$ cat src/hw/rtl/drk_pkg.sv
`default_nettype none

package drk_pkg;

	// Request codes carried by req_type.
	localparam logic [1:0] REQ_TICK    = 2'd0;
	localparam logic [1:0] REQ_PRESS   = 2'd1;
	localparam logic [1:0] REQ_RELEASE = 2'd2;

	// Event actions.
	localparam logic ACT_PRESS   = 1'b0;
	localparam logic ACT_RELEASE = 1'b1;

	// Configuration register indexes.
	localparam logic [2:0] CFG_TIMEOUT = 3'd0;
	localparam logic [2:0] CFG_USB     = 3'd1;
	localparam logic [2:0] CFG_GUI     = 3'd2;
	localparam logic [2:0] CFG_CTRL    = 3'd3;
	localparam logic [2:0] CFG_SHIFT   = 3'd4;
	localparam logic [2:0] CFG_ALT     = 3'd5;
	localparam logic [2:0] CFG_ALTGR   = 3'd6;

	// Modifier roles and their slots in the code table.
	localparam int MOD_ROLES = 5;
	localparam logic [2:0] MOD_GUI   = 3'd0;
	localparam logic [2:0] MOD_CTRL  = 3'd1;
	localparam logic [2:0] MOD_SHIFT = 3'd2;
	localparam logic [2:0] MOD_ALT   = 3'd3;
	localparam logic [2:0] MOD_ALTGR = 3'd4;

	localparam logic [7:0] MOD_FIRST   = 8'd19;
	localparam logic [7:0] LAYER_FIRST = 8'd24;

	localparam int CNT_W = 8;
	localparam int CD_W  = 11;
	localparam int LOAD_W = 13;
	localparam logic [CNT_W-1:0] CNT_MAX = 8'd255;
	localparam logic [CD_W-1:0]  CD_MAX  = 11'd2047;

	localparam int MAX_RES = 3;

	typedef struct packed {
		logic [7:0]                     timeout;
		logic                           usb_present;
		logic [MOD_ROLES-1:0][7:0]      mod_codes;
	} cfg_t;

	typedef struct packed {
		logic       action;
		logic [7:0] code;
		logic       is_layer;
		logic       last;
	} res_t;

	typedef struct packed {
		logic [1:0]              cnt;
		res_t [MAX_RES-1:0]      res;
	} batch_t;

	function automatic res_t mk_res(logic action, logic [7:0] code, logic is_layer,
		logic last);
		res_t r;
		r.action   = action;
		r.code     = code;
		r.is_layer = is_layer;
		r.last     = last;
		return r;
	endfunction

endpackage

`default_nettype wire

$ cat src/hw/rtl/drk_core.sv
`default_nettype none

// Role state and the step that handles one registered request.
module drk_core #(
	parameter int LAYER_ROLES   = 6,
	parameter int TIMEOUT_SCALE = 5
) (
	input  wire logic              clk,
	input  wire logic              arst_n,
	input  wire logic              fire,
	input  wire logic [1:0]        req,
	input  wire logic [7:0]        key_code,
	input  wire logic [7:0]        key_type,
	input  wire drk_pkg::cfg_t     cfg,
	output drk_pkg::batch_t        batch
);

	localparam int ROLE_COUNT = drk_pkg::MOD_ROLES + LAYER_ROLES;
	localparam int RW = $clog2(ROLE_COUNT);
	localparam logic [7:0] LAYER_N = 8'(LAYER_ROLES);
	localparam logic [drk_pkg::LOAD_W-1:0] SCALE = drk_pkg::LOAD_W'(TIMEOUT_SCALE);

	logic [drk_pkg::CNT_W-1:0] hold_q [ROLE_COUNT];
	logic [drk_pkg::CD_W-1:0]  cd_q   [ROLE_COUNT];
	logic                      okp_q;

	logic [7:0]                mod_off;
	logic [7:0]                lay_off;
	logic                      is_mod;
	logic                      is_lay;
	logic                      act;
	logic [RW-1:0]             role;
	logic [2:0]                mod_idx;
	logic [7:0]                role_code;
	logic [drk_pkg::CNT_W-1:0] hold_cur;
	logic [drk_pkg::CD_W-1:0]  cd_cur;
	logic [drk_pkg::LOAD_W-1:0] load;
	logic [drk_pkg::CD_W-1:0]  load_sat;
	logic [1:0]                n;

	always_comb begin
		mod_off = key_type - drk_pkg::MOD_FIRST;
		lay_off = key_type - drk_pkg::LAYER_FIRST;
		is_mod  = (key_type >= drk_pkg::MOD_FIRST) && (mod_off < 8'(drk_pkg::MOD_ROLES));
		is_lay  = (key_type >= drk_pkg::LAYER_FIRST) && (lay_off < LAYER_N);
		act     = cfg.usb_present && (is_mod || is_lay);
		mod_idx = is_mod ? mod_off[2:0] : 3'd0;
		if (is_mod) begin
			role = RW'(mod_off);
		end else if (is_lay) begin
			role = RW'(lay_off) + RW'(drk_pkg::MOD_ROLES);
		end else begin
			role = '0;
		end
		role_code = is_mod ? cfg.mod_codes[mod_idx] : lay_off;
		hold_cur  = hold_q[role];
		cd_cur    = cd_q[role];
		load      = {{(drk_pkg::LOAD_W-8){1'b0}}, cfg.timeout} * SCALE;
		load_sat  = (load > drk_pkg::LOAD_W'(drk_pkg::CD_MAX)) ? drk_pkg::CD_MAX
			: load[drk_pkg::CD_W-1:0];

		batch = '0;
		n     = '0;
		unique case (req)
			drk_pkg::REQ_PRESS: begin
				if (act) begin
					if (hold_cur == '0) begin
						batch.res[0] = drk_pkg::mk_res(drk_pkg::ACT_PRESS, role_code, !is_mod,
							1'b1);
					end else begin
						batch.res[0] = drk_pkg::mk_res(drk_pkg::ACT_PRESS, key_code, 1'b0, 1'b1);
					end
					batch.cnt = 2'd1;
				end
			end
			drk_pkg::REQ_RELEASE: begin
				if (act) begin
					// The role lets go only as its count drops from one to zero.
					if (hold_cur == drk_pkg::CNT_W'(1)) begin
						batch.res[n] = drk_pkg::mk_res(drk_pkg::ACT_RELEASE, role_code, !is_mod,
							1'b0);
						n = n + 2'd1;
					end
					if (!okp_q && cd_cur != '0) begin
						batch.res[n] = drk_pkg::mk_res(drk_pkg::ACT_PRESS, key_code, 1'b0, 1'b0);
						n = n + 2'd1;
					end
					batch.res[n] = drk_pkg::mk_res(drk_pkg::ACT_RELEASE, key_code, 1'b0, 1'b1);
					batch.cnt = n + 2'd1;
				end
			end
			default: begin
				batch = '0;
			end
		endcase
	end

	always_ff @(posedge clk or negedge arst_n) begin
		if (!arst_n) begin
			for (int i = 0; i < ROLE_COUNT; i++) begin
				hold_q[i] <= '0;
				cd_q[i]   <= '0;
			end
			okp_q <= 1'b0;
		end else if (fire) begin
			case (req)
				drk_pkg::REQ_TICK: begin
					for (int i = 0; i < ROLE_COUNT; i++) begin
						if (cd_q[i] != '0) begin
							cd_q[i] <= cd_q[i] - drk_pkg::CD_W'(1);
						end
					end
				end
				drk_pkg::REQ_PRESS: begin
					// Any press marks another key; the first press of a role clears it.
					okp_q <= !(act && hold_cur == '0);
					if (act) begin
						if (hold_cur == '0) begin
							cd_q[role] <= load_sat;
						end
						if (hold_cur != drk_pkg::CNT_MAX) begin
							hold_q[role] <= hold_cur + drk_pkg::CNT_W'(1);
						end
					end
				end
				drk_pkg::REQ_RELEASE: begin
					if (act && hold_cur != '0) begin
						hold_q[role] <= hold_cur - drk_pkg::CNT_W'(1);
					end
				end
				default: begin
				end
			endcase
		end
	end

endmodule

`default_nettype wire

$ cat src/hw/rtl/drk_outq.sv
`default_nettype none

// Result register: holds one batch of up to three words and shifts them out.
module drk_outq (
	input  wire logic              clk,
	input  wire logic              arst_n,
	input  wire logic              load,
	input  wire drk_pkg::batch_t   batch,
	input  wire logic              out_ready,
	output logic                   out_valid,
	output logic                   free,
	output drk_pkg::res_t          head
);

	drk_pkg::res_t [drk_pkg::MAX_RES-1:0] q_q;
	logic [1:0]                           cnt_q;
	logic                                 pop;

	assign out_valid = (cnt_q != 2'd0);
	assign pop       = out_valid && out_ready;
	assign free      = (cnt_q == 2'd0) || (cnt_q == 2'd1 && out_ready);
	assign head      = q_q[0];

	always_ff @(posedge clk or negedge arst_n) begin
		if (!arst_n) begin
			cnt_q <= 2'd0;
		end else if (load) begin
			cnt_q <= batch.cnt;
		end else if (pop) begin
			cnt_q <= cnt_q - 2'd1;
		end
	end

	always_ff @(posedge clk) begin
		if (load) begin
			q_q <= batch.res;
		end else if (pop) begin
			q_q[0] <= q_q[1];
			q_q[1] <= q_q[2];
		end
	end

endmodule

`default_nettype wire

$ cat src/hw/rtl/dual_role_key_tap_hold_top.sv
`default_nettype none

// Channel   | Handshake             | Payload
// ----------+-----------------------+------------------------------------------
// input     | in_valid / in_ready   | req_type, key_code, key_type
// result    | out_valid / out_ready | out_action, out_code, out_is_layer, last
// config    | cfg_we                | cfg_index, cfg_data
//
// An accepted word lands in the input register and is processed once the result
// register is empty or about to empty. Its results (none to three) come out one
// per cycle while out_ready is high; ticks, ordinary keys and disabled roles
// give none.
// Reset clears the role counters, the tap countdowns and the other-key flag, and
// returns the registers to their defaults (usb_present high, the rest zero).
// A stalled result port holds the input register, which in turn drops in_ready.
module dual_role_key_tap_hold_top #(
	parameter int LAYER_ROLES   = 6,
	parameter int TIMEOUT_SCALE = 5
) (
	input  wire logic       clk,
	input  wire logic       arst_n,
	input  wire logic       in_valid,
	output logic            in_ready,
	input  wire logic [1:0] req_type,
	input  wire logic [7:0] key_code,
	input  wire logic [7:0] key_type,
	output logic            out_valid,
	input  wire logic       out_ready,
	output logic            out_action,
	output logic [7:0]      out_code,
	output logic            out_is_layer,
	output logic            last,
	input  wire logic       cfg_we,
	input  wire logic [2:0] cfg_index,
	input  wire logic [7:0] cfg_data
);

	drk_pkg::cfg_t   cfg_q;
	logic            vld_s1;
	logic [1:0]      req_s1;
	logic [7:0]      code_s1;
	logic [7:0]      type_s1;
	logic            free;
	logic            fire;
	drk_pkg::batch_t batch;
	drk_pkg::res_t   head;

	// The registered word moves on whenever the result register can take its batch.
	assign fire     = vld_s1 && free;
	assign in_ready = !vld_s1 || free;

	// Configuration registers; writes to unused indexes are dropped.
	always_ff @(posedge clk or negedge arst_n) begin
		if (!arst_n) begin
			cfg_q.timeout     <= '0;
			cfg_q.usb_present <= 1'b1;
			cfg_q.mod_codes   <= '0;
		end else if (cfg_we) begin
			unique case (cfg_index)
				drk_pkg::CFG_TIMEOUT: cfg_q.timeout <= cfg_data;
				drk_pkg::CFG_USB:     cfg_q.usb_present <= cfg_data[0];
				drk_pkg::CFG_GUI:     cfg_q.mod_codes[drk_pkg::MOD_GUI] <= cfg_data;
				drk_pkg::CFG_CTRL:    cfg_q.mod_codes[drk_pkg::MOD_CTRL] <= cfg_data;
				drk_pkg::CFG_SHIFT:   cfg_q.mod_codes[drk_pkg::MOD_SHIFT] <= cfg_data;
				drk_pkg::CFG_ALT:     cfg_q.mod_codes[drk_pkg::MOD_ALT] <= cfg_data;
				drk_pkg::CFG_ALTGR:   cfg_q.mod_codes[drk_pkg::MOD_ALTGR] <= cfg_data;
				default: begin
				end
			endcase
		end
	end

	// Input register. Its valid bit is control state; the payload needs no reset.
	always_ff @(posedge clk or negedge arst_n) begin
		if (!arst_n) begin
			vld_s1 <= 1'b0;
		end else if (in_ready) begin
			vld_s1 <= in_valid;
		end
	end

	always_ff @(posedge clk) begin
		if (in_valid && in_ready) begin
			req_s1  <= req_type;
			code_s1 <= key_code;
			type_s1 <= key_type;
		end
	end

	// Role state and the per-word step that forms the batch of results.
	drk_core #(
		.LAYER_ROLES   (LAYER_ROLES),
		.TIMEOUT_SCALE (TIMEOUT_SCALE)
	) u_core (
		.clk      (clk),
		.arst_n   (arst_n),
		.fire     (fire),
		.req      (req_s1),
		.key_code (code_s1),
		.key_type (type_s1),
		.cfg      (cfg_q),
		.batch    (batch)
	);

	// Result register that drains the batch one word per cycle while out_ready is high.
	drk_outq u_outq (
		.clk       (clk),
		.arst_n    (arst_n),
		.load      (fire),
		.batch     (batch),
		.out_ready (out_ready),
		.out_valid (out_valid),
		.free      (free),
		.head      (head)
	);

	assign out_action   = head.action;
	assign out_code     = head.code;
	assign out_is_layer = head.is_layer;
	assign last         = head.last;

endmodule

`default_nettype wire

$ cat config.mk
export PLATFORM = sky130hd
export DESIGN_NAME = dual_role_key_tap_hold_top
export DESIGN_NICKNAME = d
export VERILOG_FILES = /design/src/hw/rtl/drk_pkg.sv /design/src/hw/rtl/drk_core.sv /design/src/hw/rtl/drk_outq.sv /design/src/hw/rtl/dual_role_key_tap_hold_top.sv
export SDC_FILE = /design/constraint.sdc
export NUM_CORES = 1
export LEC_CHECK = 0
export BUFFER_PORTS_ARGS = -buffer_cell sky130_fd_sc_hd__buf_2
export CORE_ASPECT_RATIO = 0.8
export CORE_MARGIN = 3
export CORE_UTILIZATION = 35
export DETAILED_ROUTE_END_ITERATION = 7
export SLEW_MARGIN = 20
export SYNTH_ARGS = -nofsm -noshare
export SYNTH_HDL_FRONTEND = slang
export SYNTH_SLANG_ARGS = --single-unit
$ cat constraint.sdc
create_clock -name clk -period 12 [get_ports clk]
set_clock_uncertainty 0.15 [all_clocks]
set_input_delay 2.4 -clock clk [delete_from_list [all_inputs] [get_ports clk]]
set_output_delay 2.4 -clock clk [all_outputs]
set_load 0.01 [all_outputs]
Yosys cells after proc, flatten, opt, wreduce, memory -nomap -nowiden
Index checks and enable logic that the tools add are counted.
{ "totals": {"register_bits": 313, "input_bits": 34, "output_inout_bits": 13, "wordCells": 233} }
{ "op_classes": {"addsub": 19, "n_mul": 1, "magnitude_cmp": 11, "n_eq_ne": 26, "n_mux": 66, "bitwise": 1, "n_reduce_logical": 62} }
{ "op_table": {"columns": ["cell", "n"], "rows": [
  ["88-bit two-way mux", 3],
  ["121-bit two-way mux", 2],
  ["121-bit case mux with 2 select lines", 1],
  ["11-bit two-way mux", 21],
  ["88-bit bitwise mux", 2],
  ["88-bit case mux with 2 select lines", 1],
  ["11-bit nonzero test", 12],
  ["121-bit bitwise mux", 1],
  ["11-bit by 1-bit subtractor with 11-bit output (second input constant)", 11],
  ["33-bit two-way mux", 3],
  ["33-bit bitwise mux", 2],
  ["5-bit AND reduction", 12],
  ["11-bit binary-select mux with 4-bit select", 1],
  ["11-bit demux with 2-bit select", 2],
  ["11-bit demux with 4-bit select", 1],
  ["22-bit two-way mux", 2],
  ["8-bit two-way mux", 5],
  ["35-bit two-way mux", 1],
  ["8-bit binary-select mux with 4-bit select", 1],
  ["8-bit demux with 4-bit select", 1],
  ["2-bit by 1-bit inequality test with 1-bit output (second input constant)", 15],
  ["8-bit binary-select mux with 3-bit select", 1],
  ["11-bit case mux with 2 select lines", 1],
  ["2-bit AND reduction", 9],
  ["other kinds (36)", 75]
]} }

Longest topological paths before layout
{ "depth": {"word_depth": 25, "depth_mapped": 20, "mapped_depth_nobuf": 18} }

Cells and area by module
Synthesis repeated with hierarchy kept, for this count alone.
{ "hier_totals": {"cells_unflattened": 1768, "hier_area_um2": 17949.7} }
{ "by_module_without_submodules": {"columns": ["mod", "instances", "cells_per_inst", "area_per_inst_um2", "seq_area_each_um2"], "rows": [
  ["drk_core", 1, 1547, 13962.1, 5255.0],
  ["dual_role_key_tap_hold_top", 1, 134, 2479.9, 1793.0],
  ["drk_outq", 1, 87, 1507.7, 1041.0]
]} }

Worst setup path after synthesis
Ideal clock, no wire load.
{ "synth_path": {"path_kind": "input to output", "from": "input port out_ready", "to": "output port in_ready", "t_arrival_ns": 2.662, "required_time_ns": 9.450, "path_slack_ns": 6.788, "path_stages": 2, "path_buffers": 0, "cell_sequence": "a21oi_1 -> nand2_1"} }
{ "synth_between": {"elab_chain_len": 3} }
{ "synth_lines": {"columns": ["element", "line", "rtl"], "rows": [
  ["start, declared", "dual_role_key_tap_hold_top.sv:28", "input wire logic out_ready,"],
  ["1-bit logical AND", "drk_outq.sv:21", "assign free = (cnt_q == 2'd0) || (cnt_q == 2'd1 && out_ready);"],
  ["1-bit logical OR", "drk_outq.sv:21", null],
  ["1-bit logical OR", "dual_role_key_tap_hold_top.sv:50", "assign in_ready = !vld_s1 || free;"],
  ["end, declared", "dual_role_key_tap_hold_top.sv:23", "output logic in_ready,"]
]} }
Every way passes these cells.

Worst setup path in the final report
{ "layout_path": {"from": "register type_s1[0]", "to": "register u_core.cd_q[46] (netlist name)"} }
{ "layout_between": {"elab_chain_len": 14, "word_cells_on_any_way": 30, "classes_between": "add/sub (3); order compare (6); eq/ne (2); mux (11); bitwise (1); reduce/logical (7)"} }
{ "layout_lines": {"columns": ["element", "line", "rtl"], "rows": [
  ["start, declared", "dual_role_key_tap_hold_top.sv:42", "logic [7:0] type_s1;"],
  ["start signal, assigned", "dual_role_key_tap_hold_top.sv:86", "type_s1 <= key_type;"],
  ["8-bit by 5-bit subtractor with 8-bit output", "drk_core.sv:43", "lay_off = key_type - drk_pkg::LAYER_FIRST;"],
  ["8-bit by 3-bit less-than comparator with 1-bit output", "drk_core.sv:45", "is_lay = (key_type >= drk_pkg::LAYER_FIRST) && (lay_off < LAYER_N);"],
  ["1-bit logical AND", "drk_core.sv:45", null],
  ["4-bit two-way mux", "drk_core.sv:50", "end else if (is_lay) begin"],
  ["4-bit two-way mux", "drk_core.sv:48", "if (is_mod) begin"],
  ["4-bit NOT with 5-bit output (not written as such)", "drk_core.sv:56, drk_core.sv:119", null],
  ["5-bit >= comparator (not written as such) / 5-bit by 1-bit less-than comparator with 1-bit output (equally long branches)", "drk_core.sv:119", "cd_q[role] <= load_sat;"],
  ["1-bit logical AND (not written as such)", "drk_core.sv:119", null],
  ["11-bit two-way mux (not written as such)", "drk_core.sv:119", null],
  ["11-bit demux with 4-bit select", "drk_core.sv:119", null],
  ["121-bit bitwise mux", "drk_core.sv:119", null],
  ["121-bit two-way mux", "drk_core.sv:118", "if (hold_cur == '0) begin"],
  ["121-bit two-way mux", "drk_core.sv:117", "if (act) begin"],
  ["121-bit case mux with 2 select lines", "drk_core.sv:106", "case (req)"],
  ["end signal, assigned by index", "drk_core.sv:110", "cd_q[i] <= cd_q[i] - drk_pkg::CD_W'(1);"],
  ["end signal, assigned by index", "drk_core.sv:119", null],
  ["end, declared", "drk_core.sv:24", "logic [drk_pkg::CD_W-1:0] cd_q [ROLE_COUNT];"]
]} }
Parallel ways exist; a longest one is shown, timed or not. The select of a mux whose other input is x is not followed.
A chain may end at the register's enable or synchronous reset.

==> results.md <==
- STA classifies the critical path startpoint as a register.
- On the critical path, the stage with the largest delay is an instance of sky130_fd_sc_hd__buf_4.
- The sum of net half-perimeters after detailed placement is 39200 um.
- Once placement completed, the tool counted placed cells totaling 2542.
- The maximum VDD drop is 0.131 mV.
- The final antenna diode count is 0.
- The number of design rule violations left after detail routing is 0.
- The net count after synthesis is 1978.
- Port buffering added 46 buffers.
- The final count of hold timing violations is 0.
- The die extent in x is 259 um.
- Hold is met by 0.329 ns.
- The primary flip-flop cell chosen by synthesis mapping is sky130_fd_sc_hd__dfrtp_1.
- In the final layout, the share of cells above drive strength 1 is 0.147.
- The total power is 3.94 mW.
- For this run, asynchronously set or reset flops after synthesis account for 0.848.
- The stage delay of the slowest cell on the critical path is 0.77 ns.
- The area share of the leading cell type in the synthesized netlist is 0.363.
- The clock net sink count is 309.
- The detailed route wirelength on metal2 is 23500 um.
- The classification of the worst setup path is reg2reg.
- The weighted congestion reported at the end of routability-driven placement is 0.929.
- The number of fill cells in the layout is 4945.
- The global-route congestion overflow total is 0.
- In this run the power density over the cells is 196 mW/mm2.
- At the end of the flow, the number of nets in the layout was 1977.
- The slack of the critical path is 5.24 ns.
- The number of antenna violations at the first check in global routing is 2.
- The root buffer selected by CTS is sky130_fd_sc_hd__clkbuf_16.
- The number of top-level pins is 47.
- The clock-pin slew of the registers on the worst-case setup and hold paths is 0.06 ns.
- The vertical die dimension is 209 um.
- TritonCTS built the clock tree.
- Setup violations remaining at the end of the flow were counted as 0.
- For the worst-skew pair, the clock arrives at the later sink with an insertion delay of 0.54 ns.
- The count of placed standard cells in the final layout, fillers left out is 2603.
- After detailed routing, no signal wire sits above met5.
- The count of pins over their slew limit came to 0.
- The detail-routed net length per standard cell is 21.9 um.
- The starting utilization of the core area is 0.358.
- From synthesis to final layout, the design area changed by 11.7%.
- The worst slew slack as a fraction of its limit is 0.243.
- Setup repair after global routing left no endpoint under its margin.
- After layout, the minimum clock period comes to 6.76 ns.
- Data on the critical path is required at its endpoint by 12.27 ns.
- The floorplan has 73 rows.
- The detailed router put a total of 26500 um of wire on met1.
- The H-tree depth is 2.
- The analysis attributes to cell leakage a power of 7.80 nW.
- Synthesis produced 1905 cells.
- The share of the Yosys chip area taken by registers is 0.443.
- Yosys attributes the largest share of cell area to sky130_fd_sc_hd__dfrtp_1 (36%), sky130_fd_sc_hd__edfxtp_1 (7.9%), sky130_fd_sc_hd__mux2_2 (6.3%).
- Data on the critical path arrives at its endpoint at 7.03 ns.
- The finished cells cover 0.0201 mm2.
- The signal on the critical path passes through buf_4, ha_4, buf_4, nor2b_1, a211o_1, a221oi_1, a211oi_1, o32ai_1, ha_1, nand2_1, nor2_1, nand3_1, o21a_1, or3_1, nor2b_1, a2111oi_2.
- The slew at the pin closest to its max-slew limit is 1.13 ns.
- The via count normalized by instance count is 6.01.
- For this block, the routed nets add up to 57000 um of wire.
- The netlist area before placement is 0.0180 mm2.
- The maximum number of pins on one net before global-route repair is 75.
- A synthesized cell averages 9.43 um2.
- Once layout is complete, the utilization of the core stands at 0.400.
- In the final timing run, aggregate negative setup slack is 0 ns.
- The post-synthesis cell type with the largest combined area is sky130_fd_sc_hd__dfrtp_1.
- Synthesis instantiated 90 different standard cells from the library.
- The post-route clock period utilization is 0.563.
- Across every metal layer, demand over resource in global routing totals 0.206.
- Once the clock tree was built, the resizer swapped 0 gates to a different size.
- Across the run, the number of max-cap violations was 0.
- The worst slack at placement is 5.30 ns.
- The number of setup buffers added after CTS is 0.
- The global-route wire length before repair is 88100 um.
- For this run, the top clock speed supported by timing is 148 MHz.
- The via total after detailed routing is 15645.
- Once placement finished, the instance area stood at 0.0188 mm2.
- The area enclosed by the die boundary is 0.0541 mm2.
- The cts-stage hold buffer count is 0.
- For this run, the number of Yosys warnings is 0.
- The path category of the worst min-delay check is reg2reg.
- Counting flops with a built-in enable in the synthesized netlist gives 47.
- The run finished with clean final reports.
- The kind of end point of the critical path is a register.
- After the first detailed-routing iteration, the DRC count stood at 2159.
- The number of global-route vias before repair came to 14705.
- The core region is 0.0502 mm2.
- Along the worst path, the maximum fanout reaches 71.
- The first TritonRoute pass finished after 6 iterations.
- The number of clock buffers added by TritonCTS is 35.
- The number of routed nets with antenna violations is 0.
- Synthesis inferred 309 register bits.
- Detailed routing placed a total of 5690 um of wire on met3.
- The number of buffers on the longest clock path is 3.
cells in the mapped netlist (22+ instances only):
cell type,n
sky130_fd_sc_hd__dfrtp_1,261
sky130_fd_sc_hd__nand2_1,173
sky130_fd_sc_hd__nor2_1,148
sky130_fd_sc_hd__o21ai_0,127
sky130_fd_sc_hd__a21oi_1,114
sky130_fd_sc_hd__mux2_2,100
sky130_fd_sc_hd__clkbuf_1,78
sky130_fd_sc_hd__inv_1,76
sky130_fd_sc_hd__nor3_1,67
sky130_fd_sc_hd__nand3_1,63
sky130_fd_sc_hd__edfxtp_1,47
sky130_fd_sc_hd__or3_1,42
sky130_fd_sc_hd__ha_1,38
sky130_fd_sc_hd__nor4_1,33
sky130_fd_sc_hd__o31ai_1,29
sky130_fd_sc_hd__a31oi_1,28
sky130_fd_sc_hd__and2_1,28
sky130_fd_sc_hd__mux2i_1,24
sky130_fd_sc_hd__nand2b_1,22
worst max-delay path: cells and delay by family (launching register included):
kind / cells / cell delay, ns
AOI/OAI and AO/OA: 6 / 2.28
adders and majority gates: 2 / 0.83
DFF: 1 / 0.36
and+or+nand+nor: 6 / 1.91
buffers and inverters: 2 / 1.04
placed cells by master (no fill, tap or decap), types with 21 or more instances in the layout:
master and count:
sky130_fd_sc_hd__edfxtp_1 47, sky130_fd_sc_hd__buf_2 45, sky130_fd_sc_hd__o21ai_0 126, sky130_fd_sc_hd__mux2_2 100, sky130_fd_sc_hd__o31ai_1 29, sky130_fd_sc_hd__inv_1 76
sky130_fd_sc_hd__nand3_1 63, sky130_fd_sc_hd__nor4_1 33, sky130_fd_sc_hd__mux2i_1 24, sky130_fd_sc_hd__and3_1 21, sky130_fd_sc_hd__nor3_1 67, sky130_fd_sc_hd__and2_1 28
sky130_fd_sc_hd__nand2_1 173, sky130_fd_sc_hd__ha_1 36, sky130_fd_sc_hd__a21oi_1 114, sky130_fd_sc_hd__a31oi_1 28, sky130_fd_sc_hd__or3_1 42, sky130_fd_sc_hd__buf_4 31
sky130_fd_sc_hd__dfrtp_1 261, sky130_fd_sc_hd__nand2b_1 22, sky130_fd_sc_hd__nor2_1 147, sky130_fd_sc_hd__clkbuf_16 35
flip-flops by register name (all words and copies together), names as in the netlist:
name and flops:
type_s1 8, u_outq.head 11, cfg_q 49, code_s1 8
req_s1 2, u_outq.q_q 18, u_core.hold_q 88, u_core.cd_q 121
u_core.okp_q 1, vld_s1 1, u_outq.cnt_q 2
final timing paths:
path	from	slack, ns	endpoint	cells past startpoint
max	type_s1[0]	5.24	u_core.cd_q[46]	16
min	u_core.hold_q[76]	0.33	u_core.hold_q[76]	2
max reg2reg	type_s1[0]	5.24	u_core.cd_q[46]	16
min reg2reg	u_core.hold_q[76]	0.33	u_core.hold_q[76]	2
max in group asynchronous	arst_n	7.72	u_core.hold_q[45]	3
min in group asynchronous	arst_n	1.65	u_core.cd_q[79]	1
cell families after synthesis:
family	after synthesis	synth area share
AND/OR/NAND/NOR	706	0.202
flip-flops	309	0.443
adder cells (fa/ha/maj)	39	0.0276
multiplexers	131	0.0848
buffers and inverters	193	0.0446
XOR/XNOR	18	0.00877
AO/OA/AOI/OAI	509	0.189
power by group:
part,switching [mW],internal (mW)
Clock,0.457,0.698
Combinational,0.892,0.451
Sequential,0.156,1.29
routing by layer:
metal  GRT usage  up-vias
li1            -     7083
met3      0.0554       95
met2       0.286      703
met5      0.0108        -
met1       0.315     7762
met4      0.0469        2
final cells by class:
class                   instances  area (um2)  area share
inverters                      78         293      0.0146
clock inverters                11         193     0.00960
repair buffers                 77         473      0.0236
clock buffers                  50        1050      0.0521
multi-input cells            1403        9250       0.461
flip-flops and latches        309        7970       0.397
well taps                     675         845      0.0421
No activity file was read; power rests on OpenSTA's default activity.
